**src/nca_pkg.sv**
```systemverilog
// Shared types and constants for the nearest-centre assignment block.
`default_nettype none

package nca_pkg;

  localparam int CoordBits   = 16;
  localparam int SlotBits    = 4;
  localparam int IndexBits   = 4;
  localparam int CountBits   = 5;
  localparam int CapBits     = 33;
  localparam int CostOutBits = 48;
  localparam int CfgIdxBits  = 1;
  localparam int CfgDataBits = 33;

  localparam int MaxCentersDef = 16;
  localparam int CostBitsDef   = 48;

  localparam logic [CapBits-1:0] CapReset = CapBits'(1000000);

  localparam logic [CfgIdxBits-1:0] RegCount = 1'b0;
  localparam logic [CfgIdxBits-1:0] RegCap   = 1'b1;

  typedef enum logic {
    CMD_LOAD  = 1'b0,
    CMD_QUERY = 1'b1
  } cmd_t;

  typedef struct packed {
    cmd_t                        command;
    logic [SlotBits-1:0]         center_slot;
    logic signed [CoordBits-1:0] coord_x;
    logic signed [CoordBits-1:0] coord_y;
    logic                        eligible_flag;
    logic                        last_point;
  } item_t;

  typedef struct packed {
    logic [IndexBits-1:0]   nearest_index;
    logic [CapBits-1:0]     min_distance;
    logic                   found;
    logic [CostOutBits-1:0] batch_cost;
    logic                   batch_end;
  } result_t;

  // One table entry: usable mark and coordinates.
  typedef struct packed {
    logic                        usable;
    logic signed [CoordBits-1:0] x;
    logic signed [CoordBits-1:0] y;
  } entry_t;

  // Search engine status towards the sequencer.
  typedef struct packed {
    logic               done;
    logic               hit;
    logic [CapBits-1:0] best_dist;
  } search_status_t;

endpackage

`default_nettype wire

```
**src/nearest_center_assign_top.sv**
```systemverilog
// Top level of the nearest-centre assignment block.
//
//   channel   direction  handshake                    payload
//   item      in         item_valid / item_stall      nca_pkg::item_t
//   result    out        result_valid / result_stall  nca_pkg::result_t
//   config    in         cfg_write                    cfg_index, cfg_data
//
// A load beat gives no result.
// A query beat holds item_stall from accept until the state machine is back
// in idle, where the next beat is taken: the single table read port serves
// one entry a cycle, then come the two pipeline stages, the done check and
// the cost update.
// rst is synchronous: it clears the usable marks, cost, count and handshake
// state, sets the cap to CapReset; the coordinate memory keeps its contents.
// A finished result waits in the output register under result_stall while
// the next beat is taken; a second query then holds in its cost cycle.
`default_nettype none

module nearest_center_assign_top #(
  parameter int MAX_CENTERS = nca_pkg::MaxCentersDef,
  parameter int COST_BITS   = nca_pkg::CostBitsDef
) (
  input  wire logic                            clk,
  input  wire logic                            rst,
  input  wire logic                            item_valid,
  output logic                                 item_stall,
  input  wire nca_pkg::item_t                  item,
  output logic                                 result_valid,
  input  wire logic                            result_stall,
  output nca_pkg::result_t                     result,
  input  wire logic                            cfg_write,
  input  wire logic [nca_pkg::CfgIdxBits-1:0]  cfg_index,
  input  wire logic [nca_pkg::CfgDataBits-1:0] cfg_data
);
  import nca_pkg::*;

  localparam int IdxW = $clog2(MAX_CENTERS);
  localparam int CmpW = (IdxW + 1 > CountBits) ? IdxW + 1 : CountBits;

  typedef enum logic [2:0] {
    ST_IDLE = 3'b001,
    ST_SCAN = 3'b010,
    ST_COST = 3'b100
  } state_t;

  state_t state;
  state_t state_next;

  // configuration registers
  logic [CountBits-1:0] center_count;
  logic [CapBits-1:0]   distance_cap;

  // query held for the length of the scan
  logic signed [CoordBits-1:0] px;
  logic signed [CoordBits-1:0] py;
  logic                        last;

  logic [COST_BITS-1:0] cost_acc;
  logic [COST_BITS:0]   cost_sum;
  logic [COST_BITS-1:0] cost_new;

  logic            accept;
  logic            is_query;
  logic            slot_ok;
  logic            wr_en;
  logic            start;
  logic            out_free;
  logic            load_out;
  logic [CmpW-1:0] count_w;
  logic [CmpW-1:0] max_w;
  logic [IdxW:0]   scan_len;

  logic            rd_en;
  logic [IdxW-1:0] rd_addr;
  entry_t          rd_entry;
  entry_t          wr_entry;
  search_status_t  status;
  logic [IdxW-1:0] best_idx;

  assign item_stall = (state != ST_IDLE);
  assign accept     = item_valid && !item_stall;
  assign is_query   = (item.command == CMD_QUERY);
  assign start      = accept && is_query;

  // loads past the table depth are dropped
  assign slot_ok = (32'(item.center_slot) < MAX_CENTERS);
  assign wr_en   = accept && !is_query && slot_ok;

  assign wr_entry.usable = item.eligible_flag;
  assign wr_entry.x      = item.coord_x;
  assign wr_entry.y      = item.coord_y;

  // centre count clipped to the table depth
  assign count_w  = CmpW'(center_count);
  assign max_w    = CmpW'(MAX_CENTERS);
  assign scan_len = (IdxW + 1)'((count_w > max_w) ? max_w : count_w);

  nca_table #(
    .MAX_CENTERS (MAX_CENTERS)
  ) u_table (
    .clk      (clk),
    .rst      (rst),
    .wr_en    (wr_en),
    .wr_addr  (IdxW'(item.center_slot)),
    .wr_entry (wr_entry),
    .rd_en    (rd_en),
    .rd_addr  (rd_addr),
    .rd_entry (rd_entry)
  );

  nca_search #(
    .MAX_CENTERS (MAX_CENTERS)
  ) u_search (
    .clk      (clk),
    .rst      (rst),
    .start    (start),
    .scan_len (scan_len),
    .cap      (distance_cap),
    .px       (px),
    .py       (py),
    .rd_en    (rd_en),
    .rd_addr  (rd_addr),
    .rd_entry (rd_entry),
    .status   (status),
    .best_idx (best_idx)
  );

  // saturating cost: both operands fit, so the carry alone flags overflow
  assign cost_sum = (COST_BITS + 1)'(cost_acc) + (COST_BITS + 1)'(status.best_dist);
  assign cost_new = cost_sum[COST_BITS] ? '1 : cost_sum[COST_BITS-1:0];

  assign out_free = !result_valid || !result_stall;
  assign load_out = (state == ST_COST) && out_free;

  always_comb begin
    state_next = state;
    unique case (state)
      ST_IDLE: begin
        if (start) state_next = ST_SCAN;
      end
      ST_SCAN: begin
        if (status.done) state_next = ST_COST;
      end
      ST_COST: begin
        if (out_free) state_next = ST_IDLE;
      end
      default: state_next = ST_IDLE;
    endcase
  end

  always_ff @(posedge clk) begin
    if (rst) begin
      state        <= ST_IDLE;
      result_valid <= 1'b0;
      cost_acc     <= '0;
      center_count <= '0;
      distance_cap <= CapReset;
    end else begin
      state <= state_next;
      if (load_out) begin
        result_valid <= 1'b1;
        cost_acc     <= last ? '0 : cost_new;
      end else if (!result_stall) begin
        result_valid <= 1'b0;
      end
      if (cfg_write) begin
        unique case (cfg_index)
          RegCount: center_count <= cfg_data[CountBits-1:0];
          RegCap:   distance_cap <= cfg_data[CapBits-1:0];
          default:  ;
        endcase
      end
    end
  end

  always_ff @(posedge clk) begin
    if (start) begin
      px   <= item.coord_x;
      py   <= item.coord_y;
      last <= item.last_point;
    end
    if (load_out) begin
      result.nearest_index <= IndexBits'(best_idx);
      result.min_distance  <= status.best_dist;
      result.found         <= status.hit;
      result.batch_cost    <= CostOutBits'(cost_new);
      result.batch_end     <= last;
    end
  end

endmodule

`default_nettype wire

```
**src/nca_table.sv**
```systemverilog
// Centre table: coordinate memory with registered read, usable bits in flops.
`default_nettype none

module nca_table #(
  parameter int MAX_CENTERS = nca_pkg::MaxCentersDef
) (
  input  wire logic                           clk,
  input  wire logic                           rst,
  input  wire logic                           wr_en,
  input  wire logic [$clog2(MAX_CENTERS)-1:0] wr_addr,
  input  wire nca_pkg::entry_t                wr_entry,
  input  wire logic                           rd_en,
  input  wire logic [$clog2(MAX_CENTERS)-1:0] rd_addr,
  output nca_pkg::entry_t                     rd_entry
);
  import nca_pkg::*;

  logic [2*CoordBits-1:0] mem [MAX_CENTERS];
  logic [MAX_CENTERS-1:0] usable;

  always_ff @(posedge clk) begin
    if (wr_en) begin
      mem[wr_addr] <= {wr_entry.x, wr_entry.y};
    end
    if (rd_en) begin
      {rd_entry.x, rd_entry.y} <= mem[rd_addr];
      rd_entry.usable          <= usable[rd_addr];
    end
  end

  always_ff @(posedge clk) begin
    if (rst) begin
      usable <= '0;
    end else if (wr_en) begin
      usable[wr_addr] <= wr_entry.usable;
    end
  end

endmodule

`default_nettype wire

```
**src/nca_search.sv**
```systemverilog
// Scan engine: walks the table one entry a cycle and keeps the nearest hit.
`default_nettype none

module nca_search #(
  parameter int MAX_CENTERS = nca_pkg::MaxCentersDef
) (
  input  wire logic                                 clk,
  input  wire logic                                 rst,
  input  wire logic                                 start,
  input  wire logic [$clog2(MAX_CENTERS):0]         scan_len,
  input  wire logic [nca_pkg::CapBits-1:0]          cap,
  input  wire logic signed [nca_pkg::CoordBits-1:0] px,
  input  wire logic signed [nca_pkg::CoordBits-1:0] py,
  output logic                                      rd_en,
  output logic [$clog2(MAX_CENTERS)-1:0]            rd_addr,
  input  wire nca_pkg::entry_t                      rd_entry,
  output nca_pkg::search_status_t                   status,
  output logic [$clog2(MAX_CENTERS)-1:0]            best_idx
);
  import nca_pkg::*;

  localparam int IdxW     = $clog2(MAX_CENTERS);
  localparam int DiffBits = CoordBits + 1;
  localparam int SqBits   = 2 * CoordBits + 1;
  localparam int DistBits = SqBits + 1;

  logic                       busy;
  logic [IdxW:0]              cnt;
  logic                       v1;
  logic [IdxW-1:0]            idx1;
  logic                       v2;
  logic                       use2;
  logic [IdxW-1:0]            idx2;
  logic [SqBits-1:0]          sqx;
  logic [SqBits-1:0]          sqy;
  logic [CapBits-1:0]         best;
  logic                       hit;
  logic signed [DiffBits-1:0] dx;
  logic signed [DiffBits-1:0] dy;
  logic signed [2*DiffBits-1:0] prod_x;
  logic signed [2*DiffBits-1:0] prod_y;
  logic [DistBits-1:0]        dist_sum;
  logic                       issue;

  assign issue   = busy && (cnt != scan_len);
  assign rd_en   = issue;
  assign rd_addr = cnt[IdxW-1:0];

  // stage 1: difference and square per axis
  assign dx     = DiffBits'(px) - DiffBits'(rd_entry.x);
  assign dy     = DiffBits'(py) - DiffBits'(rd_entry.y);
  assign prod_x = dx * dx;
  assign prod_y = dy * dy;

  // stage 2: sum and compare
  assign dist_sum = DistBits'(sqx) + DistBits'(sqy);

  always_ff @(posedge clk) begin
    if (rst) begin
      busy <= 1'b0;
      cnt  <= '0;
      v1   <= 1'b0;
      v2   <= 1'b0;
    end else begin
      v1 <= issue;
      v2 <= v1;
      if (start) begin
        busy <= 1'b1;
        cnt  <= '0;
      end else if (issue) begin
        cnt <= cnt + 1'b1;
      end else if (status.done) begin
        busy <= 1'b0;
      end
    end
  end

  always_ff @(posedge clk) begin
    idx1 <= rd_addr;
    idx2 <= idx1;
    use2 <= rd_entry.usable;
    sqx  <= prod_x[SqBits-1:0];
    sqy  <= prod_y[SqBits-1:0];
  end

  // strict less-than: the lower index keeps a tie
  always_ff @(posedge clk) begin
    if (start) begin
      best     <= cap;
      best_idx <= '0;
      hit      <= 1'b0;
    end else if (v2 && use2 && (dist_sum < DistBits'(best))) begin
      best     <= dist_sum[CapBits-1:0];
      best_idx <= idx2;
      hit      <= 1'b1;
    end
  end

  assign status.done      = busy && !issue && !v1 && !v2;
  assign status.hit       = hit;
  assign status.best_dist = best;

endmodule

`default_nettype wire

```
**config.mk**
```make
export PLATFORM = sky130hd
export DESIGN_NAME = nearest_center_assign_top
export DESIGN_NICKNAME = d
export VERILOG_FILES = /design/src/nca_pkg.sv /design/src/nearest_center_assign_top.sv /design/src/nca_table.sv /design/src/nca_search.sv
export SDC_FILE = /design/constraint.sdc
export NUM_CORES = 2
export LEC_CHECK = 0
export BUFFER_PORTS_ARGS = -buffer_cell sky130_fd_sc_hd__buf_2
export CAP_MARGIN = 40
export CORE_MARGIN = 5
export CORE_UTILIZATION = 53
export DETAILED_ROUTE_END_ITERATION = 8
export MAX_ROUTING_LAYER = met4
export PLACE_DENSITY = 0.72
export SETUP_SLACK_MARGIN = 0.3
export SYNTH_ARGS = -nofsm -noshare
export SYNTH_HDL_FRONTEND = slang
export SYNTH_HIERARCHICAL = 1
export SYNTH_SLANG_ARGS = --single-unit
```
**constraint.sdc**
```tcl
create_clock -name clk -period 8.65 [get_ports clk]
set_clock_uncertainty 0.05 [all_clocks]
set_input_delay 0.865 -clock clk [delete_from_list [all_inputs] [get_ports clk]]
set_output_delay 0.865 -clock clk [all_outputs]
set_load 0.01 [all_outputs]
```
==> impl_metrics.csv <==
group,metric,value,unit
sta,slew_viol_final,0,
final_layout,seq_area,0.0248,mm^2
global_route,grt_max_degree,109,
final_layout,area_growth,10.5,%
floorplanning,start_util,0.535,
synthesis,syn_avg_cell_area,12.4,um^2
sta,max_slew.worst_pin.slew,911,ps
worst_setup_path,endpoint_kind,"register",
routing,drt_wl_total,133,mm
global_route,grt_util_all_layers,0.245,
routing,route.antenna.remaining_nets,0,
synthesis,netlist_area,0.0565,mm^2
sta,fin_crit_sh,0.936,
worst_setup_path,crit_fanout,9,
worst_setup_path,cp_slowest_cell,"fa_1",
synthesis,synth_area_leaders,"edfxtp_1, fa_1, dfxtp_1, ha_1, inv_1",
routing,drc,0,
clocking,clk_pin_slew,60,ps
global_route,antenna_found_initial,5,
min_path,holdCritPathClass,"register to register",
clocking,cts_root_buf,"clkbuf_16",
sta,setup_tns,0,ps
sta,clock.fmax,0.123,GHz
floorplanning,core_area,0.106,mm^2
worst_setup_path,cp.arrival,8600,ps
clocking,clockBufferDepth,3,
global_route,grt.overflow.total,0,
floorplanning,die_x,337,um
worst_setup_path,cp_common_cell,"fa_1",
final_layout,fill_cells,8326,
floorplanning,die-area,0.113,mm^2
sta,rsz0062_at_grt,"yes",
floorplanning,ioPinCount,167,
routing,drt_iter0_drc,2649,
global_route,grt_pass1_vias,36267,
place,postPlaceCellArea,0.0592,mm^2
final_layout,final_core_utilization,0.592,
worst_setup_path,start_kind,"register",
clocking,htree_levels,3,
synthesis,syn_inst,4552,
routing,wl_per_cell,21.4,um
routing,drtPass1Iterations,5,
synthesis,synth-async-reset-ratio,0,
synthesis,synth.distinct_cells,100,
synthesis,yosysTopAreaCellShare,0.371,
synthesis,ys_ff_latch,890,
clocking,cts_tree,"built",
final_layout,nets,5664,
final_layout,drive_above_1_share,0.144,
routing,vias,34964,
synthesis,ys_warn_count,6,
synthesis,seq_area_frac_synth,0.439,
clocking,insertion_delay,700,ps
routing,viasPerCell,5.61,
flow_run,maxCapViolations,0,
sta,finalHoldViolCount,0,
sta,maxSlewHeadroom,0.393,
place,portBuffers,166,
place,dp_hpwl,93.5,mm
floorplanning,fp.dieH,337,um
worst_setup_path,critPathMaxStageDelay,530,ps
place,gp_congestion,0.931,
sta,holdWs,280,ps
sta,fin_crit,8100,ps
global_route,grt_first_pass_wirelength,208,mm
final_layout,layout_common_cells,"inv_1, edfxtp_1, fa_1",
worst_setup_path,required,9150,ps
final_layout,finalInstanceArea,0.0625,mm^2
synthesis,synth_edf_count,698,
synthesis,synth_nets,5451,
final_layout,final_common_cell,"inv_1",
clocking,cts.sinks,890,
sta,setup_viol,0,
final_layout,multi_input_area,0.0284,mm^2
synthesis,yosysTopAreaCell,"edfxtp_1",
worst_setup_path,path_class,"register to register",
outcome,status,"finished, final reports clean",
synthesis,synth_top_flop_cell,"edfxtp_1",
clocking,numCtsBuffers,91,
floorplanning,row_count,119,
## layout make-up
class / instances / share of cell area
clock inverters: 58 / 0.00899
multi-input cells: 2755 / 0.454
well taps: 1391 / 0.0279
repair buffers: 276 / 0.0279
clock buffers: 110 / 0.0384
diodes: 6 / 0.000240
inverters: 751 / 0.0453
flip-flops and latches: 890 / 0.397
## Yosys cell counts, types with 7 or more instances
| cell | number |
|---|---|
| nor2b_1 | 24 |
| ha_1 | 286 |
| inv_1 | 736 |
| clkinv_1 | 8 |
| nand3_1 | 46 |
| inv_2 | 7 |
| nor2_1 | 283 |
| mux4_1 | 19 |
| mux4_2 | 113 |
| clkbuf_1 | 97 |
| buf_4 | 7 |
| nand3b_1 | 15 |
| fa_1 | 535 |
| a211oi_1 | 22 |
| edfxtp_1 | 698 |
| buf_12 | 8 |
| xor2_1 | 54 |
| or3_1 | 11 |
| nand4_1 | 34 |
| o21a_1 | 19 |
| and3_1 | 23 |
| nand2_4 | 21 |
| nand2b_1 | 33 |
| a21o_1 | 70 |
| o21ai_1 | 16 |
| dfxtp_1 | 192 |
| a31oi_1 | 15 |
| o211ai_1 | 9 |
| nand2_1 | 383 |
| xnor2_1 | 121 |
| mux2_2 | 28 |
| o21bai_1 | 18 |
| or2_2 | 9 |
| nand2_2 | 8 |
| a21oi_1 | 181 |
| nor3_1 | 29 |
| a22oi_1 | 67 |
| a22o_1 | 38 |
| mux2i_1 | 15 |
| buf_2 | 30 |
| o21ai_0 | 79 |
| and2_1 | 14 |
## final timing paths
check                           to  cells after the start  slack [ps]                  from
setup / recovery  u_search/sqx[29]                     29         550  u_table/rd_entry[16]
hold / removal    u_search/idx2[2]                      0         280      u_search/idx1[2]
setup reg to reg  u_search/sqx[29]                     29         550  u_table/rd_entry[16]
hold reg to reg   u_search/idx2[2]                      0         280      u_search/idx1[2]
## kinds of logic after synthesis
family	after synthesis	synth area share
flops	890	0.439
buf+inv	907	0.0649
fa+ha+maj	821	0.253
simple gates	963	0.0790
xor+xnor	175	0.0271
mux	176	0.0623
compound gates	620	0.0748
## metrics by stage
stage	setup slack [ps]	std cells
after floorplan	514	4552
after global placement	-51.8	6053
after detailed placement	-68.2	6055
after CTS	301	6227
after global routing	235	6235
final	551	6237
## registers in the layout (all words and copies together), names as in the netlist, 3 cells and up
| name | flops |
|---|---|
| u_table/mem | 512 |
| result | 87 |
| cost_acc | 48 |
| distance_cap | 33 |
| u_search/best | 33 |
| u_table/rd_entry | 33 |
| u_search/sqx | 32 |
| u_search/sqy | 32 |
| px | 16 |
| py | 16 |
| u_table/usable | 16 |
| center_count | 5 |
| u_search/cnt | 5 |
| u_search/best_idx | 4 |
| u_search/idx1 | 4 |
| u_search/idx2 | 4 |
| state | 3 |
## routing by layer
| layer | track usage | up-vias | routed length [um] |
|---|---|---|---|
| met4 | 0.0558 | 0 | 3270 |
| met3 | 0.0351 | 229 | 9610 |
| met1 | 0.318 | 17493 | 54500 |
| met2 | 0.415 | 1303 | 66000 |
| li1 | - | 15939 | - |
| met5 | - | - | 0 |
## worst max-delay path: cells and delay by family, from the launching register on
kind	cells	cell delay, ps
adder cells (fa/ha/maj)	9	3960
AO/OA/AOI/OAI	12	2490
AND/OR/NAND/NOR	6	780
flip-flops	1	370
buffers and inverters	2	270
## timing repair
item,in CTS,in global routing
hold buffers,0,0
endpoints found under the setup margin,6,19
pin swaps,0,11
resized for setup,4,49
buffers inserted,4,3
hold endpoints to repair,0,0
Power is not shown: default switching activity piles up to over one toggle a cycle in this logic, so the estimate is an artifact.
